===== src/rtl/fjg_pkg.sv =====
`timescale 1ns / 1ps
// ----------------------------------------------------------------------------
// fjg_pkg
// Types and constants shared by the feeder jam guard.
// ----------------------------------------------------------------------------
package fjg_pkg;

  localparam int unsigned AngleW   = 32;
  localparam int unsigned SpeedW   = 16;
  localparam int unsigned TargetW  = 34;
  localparam int unsigned DiffW    = 36;
  localparam int unsigned StepW    = 20;
  localparam int unsigned TolW     = 20;
  localparam int unsigned StallSpW = 15;
  localparam int unsigned TimerW   = 16;
  localparam int unsigned CfgAddrW = 8;
  localparam int unsigned CfgDataW = 20;

  // register map
  localparam logic [CfgAddrW-1:0] REG_STEP_ANGLE     = 8'd0;
  localparam logic [CfgAddrW-1:0] REG_NEAR_TOLERANCE = 8'd1;
  localparam logic [CfgAddrW-1:0] REG_STALL_SPEED    = 8'd2;
  localparam logic [CfgAddrW-1:0] REG_STALL_TIMEOUT  = 8'd3;

  // reset values
  localparam logic [StepW-1:0]    STEP_ANGLE_RST     = 20'd36864;
  localparam logic [TolW-1:0]     NEAR_TOLERANCE_RST = 20'd368;
  localparam logic [StallSpW-1:0] STALL_SPEED_RST    = 15'd80;
  localparam logic [TimerW-1:0]   STALL_TIMEOUT_RST  = 16'd3000;

  typedef enum logic [1:0] {
    MODE_SHUT   = 2'd0,
    MODE_SINGLE = 2'd1,
    MODE_CONT   = 2'd2,
    MODE_NONE   = 2'd3
  } fire_mode_e;

  typedef struct packed {
    logic [StepW-1:0]    step_angle;
    logic [TolW-1:0]     near_tolerance;
    logic [StallSpW-1:0] stall_speed;
    logic [TimerW-1:0]   stall_timeout;
  } cfg_t;

  typedef struct packed {
    logic signed [TargetW-1:0] target;
    logic                      first_done;
    logic [TimerW-1:0]         stall_timer;
    logic                      jam_flag;
    logic                      shot_lock;
    logic                      shot_count;
  } state_t;

  typedef struct packed {
    logic signed [AngleW-1:0] angle_now;
    logic signed [SpeedW-1:0] motor_speed;
    logic [1:0]               fire_mode;
  } item_t;

  typedef struct packed {
    logic signed [TargetW-1:0] target_angle;
    logic                      jam_now;
    logic                      reversing;
  } result_t;

endpackage


===== src/rtl/fjg_if.sv =====
`timescale 1ns / 1ps
// ----------------------------------------------------------------------------
// fjg channel interfaces
// Valid/ready channels for items, results and register writes.
// ----------------------------------------------------------------------------
interface fjg_in_if;
  logic               valid;
  logic               ready;
  logic signed [31:0] angle_now;
  logic signed [15:0] motor_speed;
  logic [1:0]         fire_mode;

  modport source (output valid, angle_now, motor_speed, fire_mode, input ready);
  modport sink   (input valid, angle_now, motor_speed, fire_mode, output ready);
endinterface

interface fjg_out_if;
  logic               valid;
  logic               ready;
  logic signed [33:0] target_angle;
  logic               jam_now;
  logic               reversing;

  modport source (output valid, target_angle, jam_now, reversing, input ready);
  modport sink   (input valid, target_angle, jam_now, reversing, output ready);
endinterface

interface fjg_cfg_if;
  logic        valid;
  logic        ready;
  logic [7:0]  addr;
  logic [19:0] data;

  modport source (output valid, addr, data, input ready);
  modport sink   (input valid, addr, data, output ready);
endinterface


===== src/rtl/feeder_jam_guard_core.sv =====
`timescale 1ns / 1ps
// ----------------------------------------------------------------------------
// feeder_jam_guard_core
// Feeder jam guard: per-tick target angle, stall timer and jam recovery.
// ----------------------------------------------------------------------------
// Usage:
//   in_i   - one item per control tick: angle_now, motor_speed, fire_mode.
//   out_o  - exactly one result item per input item: target_angle,
//            jam_now, reversing.
//   cfg_i  - register writes (addr 0 step_angle, 1 near_tolerance,
//            2 stall_speed, 3 stall_timeout); other addresses are ignored.
//            Always ready; write only while no item is in flight.
// Timing:
//   An accepted item lands in an input register, the update logic runs on
//   it and the result is captured in the output register when that
//   register is free or drained. One item per cycle sustained while out_o
//   is ready; state (target, timer, flags) is registered with the result.
// Reset:
//   Clears all tick state and loads the register defaults; the first item
//   after reset seeds the target with the current angle.
// Backpressure:
//   When out_o stalls the output register holds its result and the input
//   register still takes one more item; in_i.ready then drops until the
//   result is taken. Items are never dropped or repeated.
// ----------------------------------------------------------------------------
module feeder_jam_guard_core
  import fjg_pkg::*;
(
  input  logic      clk_i,
  input  logic      rst_ni,
  fjg_in_if.sink    in_i,
  fjg_out_if.source out_o,
  fjg_cfg_if.sink   cfg_i
);

  cfg_t    cfg_q;
  state_t  state_q;
  state_t  state_d;
  item_t   item_q;
  result_t res_q;
  result_t res_d;
  logic    in_valid_q;
  logic    out_valid_q;
  logic    advance;
  logic    in_take;

  // an item moves from the input register to the output register when the
  // output side is free or being drained this cycle
  assign advance   = in_valid_q && (!out_valid_q || out_o.ready);
  assign in_i.ready = !in_valid_q || advance;
  assign in_take   = in_i.valid && in_i.ready;

  assign cfg_i.ready = 1'b1;

  fjg_update u_update (
    .cfg_i    (cfg_q),
    .state_i  (state_q),
    .item_i   (item_q),
    .state_o  (state_d),
    .result_o (res_d)
  );

  // control and tick state
  always_ff @(posedge clk_i or negedge rst_ni) begin
    if (!rst_ni) begin
      in_valid_q           <= 1'b0;
      out_valid_q          <= 1'b0;
      state_q              <= '0;
      cfg_q.step_angle     <= STEP_ANGLE_RST;
      cfg_q.near_tolerance <= NEAR_TOLERANCE_RST;
      cfg_q.stall_speed    <= STALL_SPEED_RST;
      cfg_q.stall_timeout  <= STALL_TIMEOUT_RST;
    end else begin
      if (in_take) begin
        in_valid_q <= 1'b1;
      end else if (advance) begin
        in_valid_q <= 1'b0;
      end

      if (advance) begin
        out_valid_q <= 1'b1;
        state_q     <= state_d;
      end else if (out_o.ready) begin
        out_valid_q <= 1'b0;
      end

      if (cfg_i.valid) begin
        case (cfg_i.addr)
          REG_STEP_ANGLE:     cfg_q.step_angle     <= cfg_i.data[StepW-1:0];
          REG_NEAR_TOLERANCE: cfg_q.near_tolerance <= cfg_i.data[TolW-1:0];
          REG_STALL_SPEED:    cfg_q.stall_speed    <= cfg_i.data[StallSpW-1:0];
          REG_STALL_TIMEOUT:  cfg_q.stall_timeout  <= cfg_i.data[TimerW-1:0];
          default: ;
        endcase
      end
    end
  end

  // payload registers
  always_ff @(posedge clk_i) begin
    if (in_take) begin
      item_q.angle_now   <= in_i.angle_now;
      item_q.motor_speed <= in_i.motor_speed;
      item_q.fire_mode   <= in_i.fire_mode;
    end
    if (advance) begin
      res_q <= res_d;
    end
  end

  assign out_o.valid        = out_valid_q;
  assign out_o.target_angle = res_q.target_angle;
  assign out_o.jam_now      = res_q.jam_now;
  assign out_o.reversing    = res_q.reversing;

endmodule


===== src/rtl/fjg_update.sv =====
`timescale 1ns / 1ps
// ----------------------------------------------------------------------------
// fjg_update
// One control tick: jam check and target update, pure combinational.
// ----------------------------------------------------------------------------
module fjg_update
  import fjg_pkg::*;
(
  input  cfg_t    cfg_i,
  input  state_t  state_i,
  input  item_t   item_i,
  output state_t  state_o,
  output result_t result_o
);

  logic signed [TargetW-1:0] angle_ext;
  logic signed [TargetW-1:0] step_ext;
  logic signed [TargetW-1:0] base_target;
  logic signed [DiffW-1:0]   diff;
  logic [DiffW-1:0]          err_mag;
  logic [SpeedW:0]           speed_ext;
  logic [SpeedW:0]           speed_mag;
  logic                      near;
  logic                      stalled;
  logic                      jam;
  logic                      jam_flag_c;
  logic                      lock_c;
  logic                      count_c;
  state_t                    nxt;

  assign angle_ext   = TargetW'(item_i.angle_now);
  assign step_ext    = signed'({{(TargetW-StepW){1'b0}}, cfg_i.step_angle});
  // first tick loads the target from the current angle
  assign base_target = state_i.first_done ? state_i.target : angle_ext;
  assign diff        = DiffW'(base_target) - DiffW'(item_i.angle_now);
  assign err_mag     = diff[DiffW-1] ? DiffW'(-diff) : DiffW'(diff);
  assign near        = err_mag <= {{(DiffW-TolW){1'b0}}, cfg_i.near_tolerance};
  assign speed_ext   = (SpeedW+1)'(item_i.motor_speed);
  assign speed_mag   = item_i.motor_speed[SpeedW-1] ? (SpeedW+1)'(-speed_ext) : speed_ext;
  assign stalled     = !near &&
                       (speed_mag <= {{(SpeedW+1-StallSpW){1'b0}}, cfg_i.stall_speed});
  assign jam         = stalled && (state_i.stall_timer >= cfg_i.stall_timeout);
  assign jam_flag_c  = near ? 1'b0 : state_i.jam_flag;

  always_comb begin
    nxt            = state_i;
    nxt.first_done = 1'b1;
    nxt.target     = base_target;
    nxt.jam_flag   = jam_flag_c;
    lock_c         = state_i.shot_lock;
    count_c        = state_i.shot_count;

    if (stalled) begin
      if (!jam) begin
        nxt.stall_timer = state_i.stall_timer + 1'b1;
      end
    end else if (!jam_flag_c) begin
      nxt.stall_timer = '0;
    end

    if (jam) begin
      nxt.jam_flag    = 1'b1;
      nxt.stall_timer = '0;
      nxt.shot_count  = 1'b0;
      if (item_i.fire_mode == MODE_SHUT) begin
        nxt.target = angle_ext;
      end else begin
        nxt.target = angle_ext - step_ext;
      end
    end else begin
      if (item_i.fire_mode == MODE_SHUT) begin
        lock_c  = 1'b0;
        count_c = 1'b0;
      end
      if (!jam_flag_c && !lock_c) begin
        if (item_i.fire_mode == MODE_CONT) begin
          count_c = 1'b1;
        end else if (item_i.fire_mode == MODE_SINGLE) begin
          count_c = 1'b1;
          lock_c  = 1'b1;
        end
        nxt.target = count_c ? (angle_ext + step_ext) : angle_ext;
      end
      nxt.shot_lock  = lock_c;
      nxt.shot_count = count_c;
    end
  end

  assign state_o               = nxt;
  assign result_o.target_angle = nxt.target;
  assign result_o.jam_now      = jam;
  assign result_o.reversing    = nxt.jam_flag;

endmodule

===== src/flat_wrapper.sv =====
// flat-port wrapper written by rule: the top's interface ports become plain ports
module feeder_jam_guard_core_flat import fjg_pkg::*;
  (clk_i, rst_ni, in_i_valid, in_i_angle_now, in_i_motor_speed, in_i_fire_mode, in_i_ready, out_o_valid, out_o_target_angle, out_o_jam_now, out_o_reversing, out_o_ready, cfg_i_valid, cfg_i_addr, cfg_i_data, cfg_i_ready);
  fjg_in_if in_i_i ();
  fjg_out_if out_o_i ();
  fjg_cfg_if cfg_i_i ();
  input  logic clk_i;
  input  logic rst_ni;
  input wire logic [$bits(in_i_i.valid)-1:0] in_i_valid;
  input wire logic [$bits(in_i_i.angle_now)-1:0] in_i_angle_now;
  input wire logic [$bits(in_i_i.motor_speed)-1:0] in_i_motor_speed;
  input wire logic [$bits(in_i_i.fire_mode)-1:0] in_i_fire_mode;
  output wire logic [$bits(in_i_i.ready)-1:0] in_i_ready;
  output wire logic [$bits(out_o_i.valid)-1:0] out_o_valid;
  output wire logic [$bits(out_o_i.target_angle)-1:0] out_o_target_angle;
  output wire logic [$bits(out_o_i.jam_now)-1:0] out_o_jam_now;
  output wire logic [$bits(out_o_i.reversing)-1:0] out_o_reversing;
  input wire logic [$bits(out_o_i.ready)-1:0] out_o_ready;
  input wire logic [$bits(cfg_i_i.valid)-1:0] cfg_i_valid;
  input wire logic [$bits(cfg_i_i.addr)-1:0] cfg_i_addr;
  input wire logic [$bits(cfg_i_i.data)-1:0] cfg_i_data;
  output wire logic [$bits(cfg_i_i.ready)-1:0] cfg_i_ready;
  assign in_i_i.valid = in_i_valid;
  assign in_i_i.angle_now = in_i_angle_now;
  assign in_i_i.motor_speed = in_i_motor_speed;
  assign in_i_i.fire_mode = in_i_fire_mode;
  assign in_i_ready = in_i_i.ready;
  assign out_o_valid = out_o_i.valid;
  assign out_o_target_angle = out_o_i.target_angle;
  assign out_o_jam_now = out_o_i.jam_now;
  assign out_o_reversing = out_o_i.reversing;
  assign out_o_i.ready = out_o_ready;
  assign cfg_i_i.valid = cfg_i_valid;
  assign cfg_i_i.addr = cfg_i_addr;
  assign cfg_i_i.data = cfg_i_data;
  assign cfg_i_ready = cfg_i_i.ready;
  feeder_jam_guard_core u_core (.clk_i(clk_i), .rst_ni(rst_ni), .in_i(in_i_i), .out_o(out_o_i), .cfg_i(cfg_i_i));
endmodule

===== config.mk =====
export PLATFORM = sky130hd
export DESIGN_NAME = feeder_jam_guard_core_flat
export DESIGN_NICKNAME = d
export VERILOG_FILES = /design/src/rtl/fjg_pkg.sv /design/src/rtl/fjg_if.sv /design/src/rtl/feeder_jam_guard_core.sv /design/src/rtl/fjg_update.sv /design/src/flat_wrapper.sv
export SDC_FILE = /design/constraint.sdc
export NUM_CORES = 1
export LEC_CHECK = 0
export BUFFER_PORTS_ARGS = -buffer_cell sky130_fd_sc_hd__buf_2
export CAP_MARGIN = 40
export CELL_PAD_IN_SITES_DETAIL_PLACEMENT = 1
export CELL_PAD_IN_SITES_GLOBAL_PLACEMENT = 1
export CORE_AREA = 2 2 236 238
export DETAILED_ROUTE_END_ITERATION = 8
export DIE_AREA = 0 0 238 240
export GPL_TIMING_DRIVEN = 0
export HOLD_SLACK_MARGIN = 0.06
export PLACE_DENSITY_LB_ADDON = 0.1
export SYNTH_ARGS = -nofsm -noshare
export SYNTH_HDL_FRONTEND = slang
export SYNTH_SLANG_ARGS = --single-unit
export TNS_END_PERCENT = 20

===== constraint.sdc =====
create_clock -name clk_i -period 16.8 [get_ports clk_i]
set_input_delay 4.2 -clock clk_i [delete_from_list [all_inputs] [get_ports clk_i]]
set_output_delay 4.2 -clock clk_i [all_outputs]
set_load 0.05 [all_outputs]

Word-level counts from Yosys, hierarchy flattened
Index checks and enable logic that the tools add are counted.
Cells by class
  div/mod/pow operators: 0
  shifts and indexed selects: 0
  magnitude comparators: 3
  equal/unequal tests: 6
  multipliers: 0
  $add $sub $neg: 6
  reductions and logical operators: 22
  bitwise logic cells: 1
  muxes and demuxes: 27
Operator list (count)
  $mux 34: 5
  $le 36x20->1: 1
  $mux 36: 1
  $neg 35->36: 1
  $sub 34x32->35: 1
  $mux 17: 2
  $add 32x21->33: 1
  $sub 32x21->33: 1
  $mux 16: 2
  $le 17x15->1: 1
  $mux 1: 17
  $neg 17->17: 1
  $add 16x1->16 const B: 1
  $eq 8x2->1 const B: 2
  $ge 16x16->1: 1
  $reduce_and 2->1: 6
  $eq 8x1->1 const B: 1
  $logic_not 8->1: 1
  $logic_and 1x1->1: 5
  $logic_not 1->1: 5
  $reduce_bool 2->1: 2
  $ne 3x3->1 const B: 1
  $eq 2x1->1 const B: 1
  $eq 2x2->1 const B: 1
  3 further kinds: 4
Storage, ports and cells
  bits in latches: 0
  output and inout bits: 39
  memory bits (writable): 0
  memories: 0
  memory bits (read-only): 0
  word-level logic and storage cells: 83
  input bits: 83
  register bits: 213

Depth between registers and ports, before layout
  depth in word-level cells: 16
  depth in mapped cells: 34
  mapped depth without buffers: 30

By module
From an unflattened synthesis, not the netlist that was laid out.
Unflattened totals
  cell total of the unflattened synthesis: 1829
  area, all modules: 16821.1 um2
By module, submodules not included
  fjg_update: times used 1, sequential area each 0.0 um2, cells an instance 1465, area each 9427.8 um2
  feeder_jam_guard_core: times used 1, sequential area each 5779.3 um2, cells an instance 364, area each 7393.3 um2

Worst setup path before layout
No wires, ideal clock.
  path type: in2out
  start: input port out_o_ready
  end: output port in_i_ready
  slack: 7.917 ns
  data arrival time: 4.683 ns
  cell stages on the path: 1
  path buffers: 0
  data required time: 12.600 ns
  path through: nand3b_1
On the way
  cells in the longest elaborated chain, start to end: 3
RTL lines
  start: declaration: RTL line flat_wrapper.sv:18  | input wire logic [$bits(out_o_i.ready)-1:0] out_o_ready;
  $logic_or 1x1->1: RTL line feeder_jam_guard_core.sv:49  | assign advance = in_valid_q && (!out_valid_q || out_o.ready);
  $logic_and 1x1->1: RTL line feeder_jam_guard_core.sv:49
  $logic_or 1x1->1: RTL line feeder_jam_guard_core.sv:50  | assign in_i.ready = !in_valid_q || advance;
  end: declaration: RTL line flat_wrapper.sv:13  | output wire logic [$bits(in_i_i.ready)-1:0] in_i_ready;
No other way between the ends.

==> run_results.csv <==
group,metric,value,unit
outcome,outcome,"completed",
worst_setup_path,crit_path_start_kind,"flop",
global_route,met3_usage,0.0208,
synthesis,synth-seq-area-share,0.355,
global_route,gr-usage-met2,0.356,
floorplan,core,0.0547,mm²
cts,clock-sinks,213,
cts,clk_latency,0.59,ns
timing,worst_pin_slew,0.868,ns
global_route,grt_usage,0.206,
worst_setup_path,crit_arrival,9.86,ns
cts,ctsHoldBuffers,0,
timing,rsz0062_at_grt,"false",
synthesis,ys_async_sr_fraction,0.596,
global_route,grt_overflow,0,
floorplan,dieArea,0.0571,mm²
synthesis,yosysUniqueCellTypes,94,
power_and_ir_drop,p_per_area,163,mW/mm²
detailed_routing,vias,14200,
power_and_ir_drop,swShare,0.460,
hold_path,min-delay-path-class,"flop to flop",
worst_setup_path,worst-path-buf-inv,7,
detailed_routing,via_per_inst,5.30,
worst_setup_path,crit_top_cell,"clkbuf_1",
cts,cts_setup_buffers,0,
worst_setup_path,reg2regPathDepth,33,
floorplan,start_util,0.298,
power_and_ir_drop,p_switching,1.41,mW
timing,min_period,9.54,ns
power_and_ir_drop,ir_drop,0.0000904,V
worst_setup_path,cp.required,17.11,ns
synthesis,synth.net_count,2013,
synthesis,syn_avg_cell_area,9.04,µm²
detailed_routing,drc_errors,0,
worst_setup_path,crit_family,"compound AO/OA/AOI/OAI gates",
synthesis,synth.largest_area_cell,"dfrtp_1",
detailed_routing,final_antenna_net_count,0,
run,maxCapViolations,0,
place,place_area,0.0179,mm²
power_and_ir_drop,p_int,1.65,mW
global_route,grt_max_degree,79,
finish,nets,2172,
timing,setup_viol,0,
power_and_ir_drop,seqPwrFrac,0.227,
power_and_ir_drop,clock_power_share,0.203,
detailed_routing,dr.pass1.iters,5,
place,hpwl,46900,µm
floorplan,rows,86,
global_route,use_met1,0.279,
synthesis,synthFlopType,"dfrtp_1",
cts,cts-buffers-inserted,28,
worst_setup_path,crit_cells,33,
worst_setup_path,crit_fanout,10,
floorplan,die_x,238,µm
global_route,antenna_found_initial,3,
power_and_ir_drop,total_power,3.06,mW
finish,areaGrowthSynthToFinish,15.8,%
cts,clockBufferDepth,3,
synthesis,synthTopCellsByArea,"dfrtp_1, edfxtp_1, ha_1",
worst_setup_path,r2r_start,"u_core.state_q[19]$_DFFE_PN0P_",
cts,clock-root-buffer,"clkbuf_16",
finish,final_cell_area,0.0188,mm²
global_route,grt_pass1_wl,91400,µm
cts,clock_tree.htree_level_count,1,
synthesis,synth_edf_count,86,
detailed_routing,drtIter0Drc,755,
hold_path,hp-start,"u_core.in_valid_q$_DFFE_PN0P_",
timing,setup_tns,0,ns
timing,whs,0.489,ns
synthesis,netlist_instances,1799,
cts,cts_resized,0,
global_route,grt_busiest_layer,"met2",
place,gp_congestion,0.851,
timing,hold_viol_final,0,
worst_setup_path,crit_slowest_cell,"clkbuf_1",
timing,skew,0.0184,ns
finish,finish.utilization,0.344,
cts,cts_tree,"yes",
synthesis,synth_seq_cells,213,
worst_setup_path,worst_path_largest_cell_delay,0.62,ns
timing,finalCritPeriodShare,0.568,
worst_setup_path,critPathLaunch,"u_core.state_q[19]$_DFFE_PN0P_",
timing,finalMaxSlewViolations,0,
synthesis,synth_top_area_share,0.172,
timing,fmax,0.105,GHz
synthesis,synth_warnings,0,
floorplan,die_h,240,µm
hold_path,min_delay_path_depth,1,
finish,drive_above_1_share,0.163,
cts,clkSlewWorstSetupHoldPaths,0.06,ns
detailed_routing,avgRoutedWirePerCell,21.8,µm
synthesis,netlist_area,0.0163,mm²
floorplan,ios,122,
power_and_ir_drop,combPwrFrac,0.569,
timing,relSlewSlack,0.416,
power_and_ir_drop,leakage,8.06,nW
worst_setup_path,cp-end-kind,"flop",
worst_setup_path,crit_type,"flop to flop",
place,portBuffers,120,
global_route,grt_pass1_vias,15100,
detailed_routing,wl,58600,µm
## Yosys cell counts, types with 5 or more instances
library cell	instances
dfrtp_1	112
nor4_1	19
nor3_1	40
nor2b_1	10
buf_2	13
a21oi_1	119
a21boi_0	8
a221oi_1	7
a31oi_1	21
o31ai_1	12
nor2_1	132
inv_1	132
buf_4	6
and2_1	14
nand2_1	149
nand3_1	27
mux2i_1	32
nand2b_1	27
o211ai_1	13
or3_1	18
and3_1	23
xor2_1	17
a311oi_1	5
nand3b_1	6
a2111oi_0	6
o21bai_1	13
a21o_1	42
a211oi_1	28
ha_1	128
nand4_1	39
clkbuf_1	57
o21ai_0	141
nor3b_1	8
o21a_1	16
edfxtp_1	86
dfstp_2	15
or2_2	8
mux2_2	77
xnor2_1	71
## state kept, by name, indices dropped and copies added (netlist names), named ones only
signal	cells
u_core.cfg_q	71
u_core.state_q	53
u_core.item_q	50
u_core.out_o.target_angle	34
u_core.in_valid_q	1
u_core.out_o.jam_now	1
u_core.out_o.reversing	1
u_core.out_o.valid	1
## placed cells by master, fill, tap and decap left out, types with 15 or more instances in the layout
cell and count:
nand2_1 149, o21ai_0 141, buf_2 136, inv_1 132, nor2_1 132, ha_1 128, a21oi_1 119, dfrtp_1 112
edfxtp_1 86, mux2_2 77, xnor2_1 71, clkbuf_1 58, a21o_1 42, nor3_1 40, nand4_1 39, mux2i_1 32
clkbuf_16 30, a211oi_1 28, nand2b_1 27, nand3_1 27, and3_1 23, a31oi_1 21, nor4_1 19, or3_1 18
xor2_1 17, o21a_1 16, dfstp_2 15
## worst reg2reg max path, delay by kind of cell (launching register included)
family,cells,cell delay [ns]
AND/OR/NAND/NOR,7,1.26
flip-flops,1,0.37
buffers and inverters,7,2.96
adder cells (fa/ha/maj),2,0.49
XOR/XNOR,1,0.15
AO/OA/AOI/OAI,16,4.05
## power by group through the flow
stage	clock network [mW]	logic, mW	registers, mW
after floorplan	0	1.18	0.771
after detailed placement	0	1.74	0.706
final	0.623	1.74	0.696
after global placement	0	1.70	0.704
after CTS	0.646	1.75	0.697
after global routing	0.666	1.94	0.708
## through the flow
stage,setup WS (ns),cells
final,7.26,2685
after global routing,6.38,2684
after CTS,7.29,2684
after detailed placement,7.32,2632
after global placement,7.45,2623
after floorplan,7.92,1799
## cells by family (layout without fill, tap and decap cells)
logic type	Yosys count	count (layout)	synth area share
compound gates	497	497	0.200
simple gates	544	544	0.167
flops	213	213	0.355
fa+ha+maj	131	131	0.102
other cells	1	2	0.000231
buf+inv	215	396	0.0539
xor+xnor	88	88	0.0474
mux	110	110	0.0737
## per-layer routing
layer | vias to the layer above | share of wire
met4 | 2 | 0.021
met2 | 194 | 0.48
met3 | 55 | 0.029
met1 | 7110 | 0.47
met5 | - | 0.00022
li1 | 6878 | -
## layout make-up
type | count | area, µm²
antenna | 1 | 2.50
buffer | 81 | 374
clock buffer | 34 | 786
clock inverter | 18 | 174
fill | 6424 | 35800
inverter | 134 | 503
multi-input combinational | 1371 | 9610
sequential | 213 | 5780
tap | 704 | 881
timing repair buffer | 129 | 717
## path summary, 6_finish.rpt
check | slack [ns] | endpoint
max reg2reg | 7.26 | u_core.out_o.target_angle[32]$_DFFE_PP_
max in group asynchronous | 12.34 | u_core.cfg_q[3]$_DFFE_PN1P_
min in group asynchronous | 3.57 | u_core.out_o.valid$_DFFE_PN0P_
max | 7.26 | u_core.out_o.target_angle[32]$_DFFE_PP_
min reg2reg | 0.49 | u_core.out_o.valid$_DFFE_PN0P_
min | 0.49 | u_core.out_o.valid$_DFFE_PN0P_
Power figures use the tool's default switching activity.
